$ cat src/hw/rtl/bfa_ram.sv
// ----------------------------------------------------------------------------
// bfa_ram: generic single-port RAM with registered read
// One read or write address per cycle; read data appears in the next cycle.
// ----------------------------------------------------------------------------
`default_nettype none
module bfa_ram #(
  parameter int WIDTH = 8,
  parameter int DEPTH = 16
) (
  input  wire logic                     clk,
  input  wire logic                     we,
  input  wire logic [$clog2(DEPTH)-1:0] addr,
  input  wire logic [WIDTH-1:0]         wdata,
  output logic      [WIDTH-1:0]         rdata
);
  logic [WIDTH-1:0] mem [DEPTH];

  always_ff @(posedge clk) begin
    if (we) begin
      mem[addr] <= wdata;
    end
    rdata <= mem[addr];
  end
endmodule
`default_nettype wire

$ cat config.mk
export PLATFORM = sky130hd
export DESIGN_NAME = bfa_ram
export DESIGN_NICKNAME = d
export VERILOG_FILES = /design/src/hw/rtl/bfa_ram.sv
export SDC_FILE = /design/constraint.sdc
export NUM_CORES = 1
export LEC_CHECK = 0
export BUFFER_PORTS_ARGS = -buffer_cell sky130_fd_sc_hd__buf_2
export CAP_MARGIN = 20
export CELL_PAD_IN_SITES_DETAIL_PLACEMENT = 1
export CELL_PAD_IN_SITES_GLOBAL_PLACEMENT = 1
export CORE_ASPECT_RATIO = 1.4
export CORE_MARGIN = 3
export CORE_UTILIZATION = 48
export CTS_CLUSTER_SIZE = 24
export DETAILED_ROUTE_END_ITERATION = 8
export GPL_TIMING_DRIVEN = 1
export MAX_ROUTING_LAYER = met4
export PLACE_DENSITY = 0.78
export RECOVER_POWER = 50
export SLEW_MARGIN = 25
export SYNTH_ARGS = -nofsm -noshare
export SYNTH_HDL_FRONTEND = slang
export SYNTH_SLANG_ARGS = --single-unit
$ cat constraint.sdc
create_clock -name clk -period 1.5 [get_ports clk]
set_input_delay 0 -clock clk [delete_from_list [all_inputs] [get_ports clk]]
set_output_delay 0 -clock clk [all_outputs]
set_load 0.01 [all_outputs]
==> qor.yml <==
status:
  status: "completed"
synthesis:
  synth-xor-area-share_pct: 0
  ys_seq_area_share_pct: 79.0
  synthArstFlopShare_pct: 0
  synth_top_family_by_area: "multiplexers"
  avgSynthCellArea_um2: 22.0
  yosysTopAreaCellShare_pct: 75.9
  synth_edf_count: 128
  synth.cell_area_um2: 5070
  ys_ff_latch: 136
  synth_fa_ha_area_share_pct: 0
  yosys_warnings: 0
  synthMuxAreaShare_pct: 14.2
  netlist_instances: 230
  yosys-top-cells-area: "edfxtp_1 76%, mux4_2 14%, dfxtp_1 3.2%, a22oi_1 2.4%, nor2_1 0.96%"
  yosys_most_used_dff: "edfxtp_1"
  synth_nets: 244
  synth_top_cell_by_area: "edfxtp_1"
  synth-simple-area-share_pct: 3.21
  synth_compound_area_share_pct: 2.37
  ys_types: 18
cells_and_area:
  nNetsFinal: 305
  final_cell_mix: "128 x edfxtp_1, 32 x mux4_2, 20 x buf_4"
  drive_gt1_share_pct: 32.2
  layout_commonest_cell: "edfxtp_1"
  n_antenna_cell: 0
  design_area_um2: 6230
  syn2layout_area_growth_pct: 22.9
worst_setup_path:
  cp-end-kind: "flip-flop"
  path_cells: "mux4_2 > a22oi_1 > nand2_1"
  max_stage_delay_ps: 480
  cp.arrival_ps: 1670
  worstPathMaxFanout: 1
  cp_top_family: "multiplexers"
  startpoint_type: "flip-flop"
  r2r_end: "rdata[0]$_DFF_P_"
  crit_path_top_delay_cell: "mux4_2"
  cp_num_buf_inv: 0
  cp-startpoint: "mem[3][0]$_DFFE_PP_"
  reg2regPathDepth: 3
  endpoint: "rdata[0]$_DFF_P_"
  r2r-start: "mem[3][0]$_DFFE_PP_"
  criticalPathCategory: "reg2reg"
  crit_required_ps: 1780
  cp_num_cells: 3
  reg2reg_slack_ps: 110
detailed_routing:
  drc: 0
  antenna_left: 0
  drt-initial-drc-count: 235
  first_pass_iters: 6
  via_per_inst: 5.69
  routedWlPerCell_um: 25.6
  vias: 2500
  wirelength_um: 11200
place:
  postPlaceCellArea_um2: 5510
  port_buffers: 21
  dp_hpwl_um: 6880
  finalWeightedCongestion: 0.709
clocking:
  cts_tree: "yes"
  cts_buffer_depth: 2
  post_cts_resized: 0
  cts_sinks: 136
  clkSlewWorstSetupHoldPaths_ps: 60
  clk_latency_ps: 410
  htree_levels: 4
  numCtsBuffers: 17
  cts_root_buffer: "clkbuf_16"
power:
  leakagePower_uw: 0.00207
  vdd_ir_drop_max_mv: 0.979
  powerDensity_nw_per_um2: 1510
grt:
  grtUsageTotal_pct: 22.0
  grt_pass1_wl_um: 17500
  grt_max_degree: 40
  grt-ovfl-total: 0
  grt_antenna_before_repair: 0
  grt_pass1_vias: 2809
sta:
  setup_viol: 0
  relSlewSlack_pct: 51.2
  rsz0062_at_grt: "no"
  tightest_slew_ps: 732
  fin_setup_tns_ps: 0
  period_share_pct: 92.5
  fmax_mhz: 721
  min_period_ps: 1390
  clock-skew-final_ps: 6.61
  slew_violations: 0
  hold_violations: 0
floorplan:
  die_area_um2: 11800
  io_pins: 22
  num_rows: 43
  coreArea_um2: 10100
  die_w_um: 92.8
  start_util_pct: 50.1
  die_h_um: 128
flow_run:
  drv_cap: 0
min_path:
  hold_path_class: "in2reg"
## worst min-delay path by stage
stage / from / depth (start not counted) / end / slack, ps
after floorplan: wdata[0] / 0 / mem[0][0]$_DFFE_PP_ / 100
after global placement: wdata[2] / 1 / mem[14][2]$_DFFE_PP_ / 380
after detailed placement: wdata[2] / 1 / mem[15][2]$_DFFE_PP_ / 400
after CTS: wdata[5] / 1 / mem[14][5]$_DFFE_PP_ / 4
after global routing: wdata[5] / 1 / mem[14][5]$_DFFE_PP_ / 230
final: wdata[5] / 1 / mem[10][5]$_DFFE_PP_ / 190
## sequential cells by signal, summed over array words and instances, names as in the netlist
name   count
rdata      8
mem      128
## cells in the mapped netlist, drive strengths merged, types with 2 or more instances
cell / count
nor3: 4
nand3b: 2
a22oi: 16
edfxtp: 128
clkbuf: 3
nand2b: 2
nor2b: 2
nor2: 13
nand2: 9
mux4: 32
dfxtp: 8
buf: 8
## per-layer routing
metal  vias to the layer above  track usage [%]  routed length [um]
li1                       1084                -                   -
met1                      1333             26.6                4330
met2                        70             36.7                6290
met3                        13             4.24                 426
met4                         0             8.54                 193
met5                         -                -                   0
## kinds of logic (layout without fill, tap and decap cells)
kind of cell	after synthesis	count (layout)
flip-flops	136	136
AND/OR/NAND/NOR	35	35
multiplexers	32	32
AO/OA/AOI/OAI	16	16
buffers and inverters	11	85
## worst register-to-register path, delay by kind of cell, from the launching register on
| family | cells | cell delay (ps) |
|---|---|---|
| DFF | 1 | 370 |
| and+or+nand+nor | 1 | 110 |
| muxes | 1 | 480 |
| AOI/OAI and AO/OA | 1 | 300 |
## metrics by stage
stage	std cells	setup slack (ps)	hold slack [ps]	total power, uW	utilization [%]
floorplan	230	6.99	98.9	4580	-
global placement	400	126	384	4760	54.4
detailed placement	400	67.9	400	4790	54.4
CTS	439	110	4.35	9460	61.8
global route	439	64.2	225	9690	61.6
finish	439	113	195	9380	61.6
## what timing repair did
item	CTS	global route
hold buffers	7	0
hold endpoints to repair	112	0
buffers inserted	0	0
## cell type report
cell class | count | area, um^2
Timing Repair Buffer | 53 | 382
Fill cell | 889 | 3890
Tap cell | 135 | 169
Sequential cell | 136 | 4000
Multi-Input combinational cell | 83 | 1000
Clock buffer | 20 | 447
Clock inverter | 12 | 224
## where the power goes
part | internal (uW) | switching [uW] | leakage [uW]
sequential | 4250 | 27.7 | 0.00122
combinational | 191 | 249 | 0.000535
clock | 3160 | 1500 | 0.000312
Power figures use the tool's default switching activity.
