`config.mk`:
```
export PLATFORM = sky130hd
export DESIGN_NAME = bfa_divider
export DESIGN_NICKNAME = d
export VERILOG_FILES = /design/src/hw/rtl/bfa_divider.sv
export SDC_FILE = /design/constraint.sdc
export NUM_CORES = 1
export LEC_CHECK = 0
export BUFFER_PORTS_ARGS = -buffer_cell sky130_fd_sc_hd__buf_2
export CAP_MARGIN = 20
export CORE_ASPECT_RATIO = 1.1
export CORE_MARGIN = 2
export CORE_UTILIZATION = 55
export DETAILED_ROUTE_END_ITERATION = 7
export PLACE_DENSITY = 0.89
export SLEW_MARGIN = 20
export SYNTH_ARGS = -nofsm -noshare
export SYNTH_HDL_FRONTEND = slang
export SYNTH_SLANG_ARGS = --single-unit
```
`constraint.sdc`:
```
create_clock -name clk -period 6 [get_ports clk]
set_input_delay 0.9 -clock clk [delete_from_list [all_inputs] [get_ports clk]]
set_output_delay 0.9 -clock clk [all_outputs]
set_load 0.05 [all_outputs]
```
`src/hw/rtl/bfa_divider.sv`:
```
// ----------------------------------------------------------------------------
// bfa_divider: restoring remainder unit
// Computes the remainder of a 17-bit request by the block size, one bit
// per cycle.
// ----------------------------------------------------------------------------
`default_nettype none
module bfa_divider (
  input  wire logic        clk,
  input  wire logic        rst_n,
  input  wire logic        start,
  input  wire logic [16:0] dividend,
  input  wire logic [16:0] divisor,
  output logic             done,
  output logic             rem_zero
);
  logic [16:0] quo_r, quo_nxt;
  logic [17:0] rem_r, rem_nxt;
  logic [4:0]  cnt_r, cnt_nxt;
  logic        run_r, run_nxt;
  logic [17:0] trial;

  always_comb begin
    quo_nxt = quo_r;
    rem_nxt = rem_r;
    cnt_nxt = cnt_r;
    run_nxt = run_r;
    trial   = {rem_r[16:0], quo_r[16]};
    done    = 1'b0;
    if (start) begin
      quo_nxt = dividend;
      rem_nxt = '0;
      cnt_nxt = 5'd17;
      run_nxt = 1'b1;
    end else if (run_r) begin
      if (trial >= {1'b0, divisor}) begin
        rem_nxt = trial - {1'b0, divisor};
      end else begin
        rem_nxt = trial;
      end
      quo_nxt = {quo_r[15:0], 1'b0};
      cnt_nxt = cnt_r - 5'd1;
      if (cnt_r == 5'd1) begin
        run_nxt = 1'b0;
        done    = 1'b1;
      end
    end
  end

  assign rem_zero = (rem_nxt == '0);

  always_ff @(posedge clk) begin
    if (!rst_n) begin
      run_r <= 1'b0;
      cnt_r <= '0;
    end else begin
      run_r <= run_nxt;
      cnt_r <= cnt_nxt;
    end
    quo_r <= quo_nxt;
    rem_r <= rem_nxt;
  end
endmodule
`default_nettype wire

```
==> metrics.cfg <==
[floorplan]
effective_utilization_at_floorplan=0.569
area_of_the_die_mm2=0.00577
ioPinCount=39
die_w_um=72.6
core.rowCount=27
dieHeight_um=79.5
fp.coreArea_mm2=0.00500

[clock_tree]
ctsLongestPathBuffers=2
htree_levels=2
ctsHoldBuffers=0
clock_tree.root_cell=sky130_fd_sc_hd__clkbuf_8
worst_setup_hold_path_clk_slew_ps=80
post_cts.repair.setup_buffers=0
cts_tree=done
worst_skew_pair.late_latency_ps=300
cts_buffers=5
cts.sinks=41
ctsResizeCount=0

[detailed_routing]
drt_drc_violations_left=0
post_detailed_route_count_of_antenna_violating_nets=0
routed_via_density=6.17
dr_total_vias=2544
detail_route.iter0.violations=215
routed_wire_length_per_instance_um=15.6
drtPass1Iterations=5
wl_um=6440

[yosys]
synth_edf_count=17
simple_logic_cell_fraction_of_the_synthesized_area=0.170
synth_top_family_by_area=compound AO/OA/AOI/OAI gates
synth-async-reset-ratio=0
syn_inst=320
synth.area.top_cells=sky130_fd_sc_hd__edfxtp_1, sky130_fd_sc_hd__dfxtp_1, sky130_fd_sc_hd__ha_1
synth.yosys.warnings=0
synthFlopType=sky130_fd_sc_hd__dfxtp_1
post-synth-top-area-fraction=0.179
synth-adder-area-share=0.0905
yosysTopAreaCell=sky130_fd_sc_hd__edfxtp_1
synth.cell_area_mm2=0.00285
yosys-top-cells-count=sky130_fd_sc_hd__nand2_1, sky130_fd_sc_hd__nor2_1, sky130_fd_sc_hd__inv_1
synth_compound_area_frac=0.227
total_of_flip_flops_plus_latches_after_synthesis=41
synth_nets=377
netlist-cell-type-count=56
syn-mean-instance-area_um2=8.90
synth.yosys.seq_area_share=0.348
xor_xnor_portion_of_the_synthesized_cell_area=0.0431
mux_share_of_post_synthesis_cell_area=0.0633

[timing]
maxSlewViolCount=0
clock.fmax_mhz=177
skew_ps=9.40
relative_max_transition_margin=0.493
final_setup_viols=0
fin_crit_sh=0.940
grt_setup_unrepaired=false
finalHoldViolCount=0
min_period_ps=5640
worstMarginPinSlew_ps=757
final.setup.tns_ps=0

[run]
maxCapViolations=0

[setup_path]
crit_type=in2out
critical_path.endpoint_type=output port
worst_ep_arrival_time_ps=4740
cp_data_required_time_ps=5100
crit_path_start_kind=primary input
worstPathMaxFanout=10

[global_route]
grt_start_max_net_pins=32
gr-usage-all-layers=0.240
first_global_vias=2414
initial_antenna_violation_count=0
grt_overflow=0
wire_length_of_the_first_global_routing_pass_um=10900

[cells_and_area]
drive_gt1_frac=0.206
nNetsFinal=410
antennaDiodeCount=0
final_cell_area_mm2=0.00314
area.growth.synth_to_final_pct=10.3
fill_cells=414

[power]
power.share.sequential=0.491
fraction_of_power_consumed_by_combinational_cells=0.241
static-leakage-power_uw=0.00141
power_density_mw_per_mm2=213
vdd_ir_drop_max_v=0.000230
cell_internal_pwr_uw=464
net-switching-power_uw=204
swShare=0.305
share_clk_of_total_power=0.268

[placement]
post_dp_cell_area_mm2=0.00305
numPortBuffers=38
finalWeightedCongestion=0.935
detailedPlacementHpwl_um=4910

[status]
run_status=complete, no violations

[min_path]
hp-class=reg2reg

## sequential cells by signal, indices dropped and copies added, names as in the netlist
signal / count
rem_r: 18
quo_r: 17
cnt_r: 5
run_r: 1
## metal layers
| metal | global-route usage | up-vias | wire length (um) |
|---|---|---|---|
| met3 | 0.0492 | 10 | 408 |
| met4 | 0.0778 | 0 | 112 |
| met5 | 0 | - | 0 |
| li1 | - | 1235 | - |
| met1 | 0.298 | 1184 | 2650 |
| met2 | 0.414 | 115 | 3270 |
## metrics by stage
step | hold WS (ps) | std cells | total power (uW) | utilization | setup slack [ps]
after floorplan | 449 | 320 | 451 | - | 419
after global placement | 490 | 404 | 486 | 0.611 | 503
after detailed placement | 492 | 404 | 492 | 0.611 | 361
after CTS | 503 | 412 | 670 | 0.628 | 358
after global routing | 532 | 412 | 702 | 0.628 | 204
final | 507 | 412 | 668 | 0.628 | 362
## final cells by class
cell class | count | area [um^2] | share of cell area
Multi-Input combinational cell | 240 | 1700 | 0.540
Sequential cell | 41 | 991 | 0.316
Timing Repair Buffer | 39 | 198 | 0.0629
Inverter | 26 | 97.6 | 0.0311
Tap cell | 58 | 72.6 | 0.0231
Clock buffer | 5 | 68.8 | 0.0219
Clock inverter | 3 | 17.5 | 0.00558
## critical path, cell delays in order
cell	delay, ps
sky130_fd_sc_hd__buf_2	100
sky130_fd_sc_hd__ha_1	210
sky130_fd_sc_hd__fa_1	410
sky130_fd_sc_hd__nand2b_2	210
sky130_fd_sc_hd__a21oi_2	180
sky130_fd_sc_hd__o21ai_2	110
sky130_fd_sc_hd__a211oi_4	420
sky130_fd_sc_hd__o21ai_0	190
sky130_fd_sc_hd__o21a_1	240
sky130_fd_sc_hd__or4_1	490
sky130_fd_sc_hd__nor4_1	240
sky130_fd_sc_hd__or4b_1	480
sky130_fd_sc_hd__nor4_2	240
sky130_fd_sc_hd__buf_2	310
## logic make-up (layout without fill, tap and decap cells)
group           count (synthesis)  in the layout
mux                            16             16
fa+ha+maj                      20             20
buf+inv                        39             73
xor+xnor                       14             14
simple gates                   99             99
compound gates                 91             91
flops                          41             41
## cells in the final DEF, fill, tap and decap left out, types with 5 or more instances in the layout
cell and instances:
sky130_fd_sc_hd__buf_2 38, sky130_fd_sc_hd__nor2_1 27, sky130_fd_sc_hd__nand2_1 27, sky130_fd_sc_hd__inv_1 26, sky130_fd_sc_hd__dfxtp_1 24, sky130_fd_sc_hd__a21oi_1 20
sky130_fd_sc_hd__ha_1 19, sky130_fd_sc_hd__edfxtp_1 17, sky130_fd_sc_hd__mux2_2 16, sky130_fd_sc_hd__o21ai_0 14, sky130_fd_sc_hd__nand3_1 10, sky130_fd_sc_hd__o21a_1 10
sky130_fd_sc_hd__nor3_1 10, sky130_fd_sc_hd__a21o_1 8, sky130_fd_sc_hd__xor2_1 8, sky130_fd_sc_hd__xnor2_1 6, sky130_fd_sc_hd__a32oi_1 5, sky130_fd_sc_hd__clkbuf_8 5
## power by group through the flow
stage	Sequential (uW)	Clock, uW	Combinational [uW]
final	328	179	161
after global routing	330	194	178
after CTS	327	183	160
after detailed placement	334	0	158
after global placement	333	0	153
after floorplan	327	0	124
## path summary, 6_finish.rpt
path | startpoint | endpoint | slack, ps | depth (start not counted)
worst max-delay path | divisor[0] | rem_zero | 360 | 14
worst min-delay path | rem_r[17] | rem_r[17] | 510 | 2
worst max register to register | quo_r[16] | rem_r[14] | 3020 | 11
worst min register to register | rem_r[17] | rem_r[17] | 510 | 2
(Power assumes the default switching activity.)
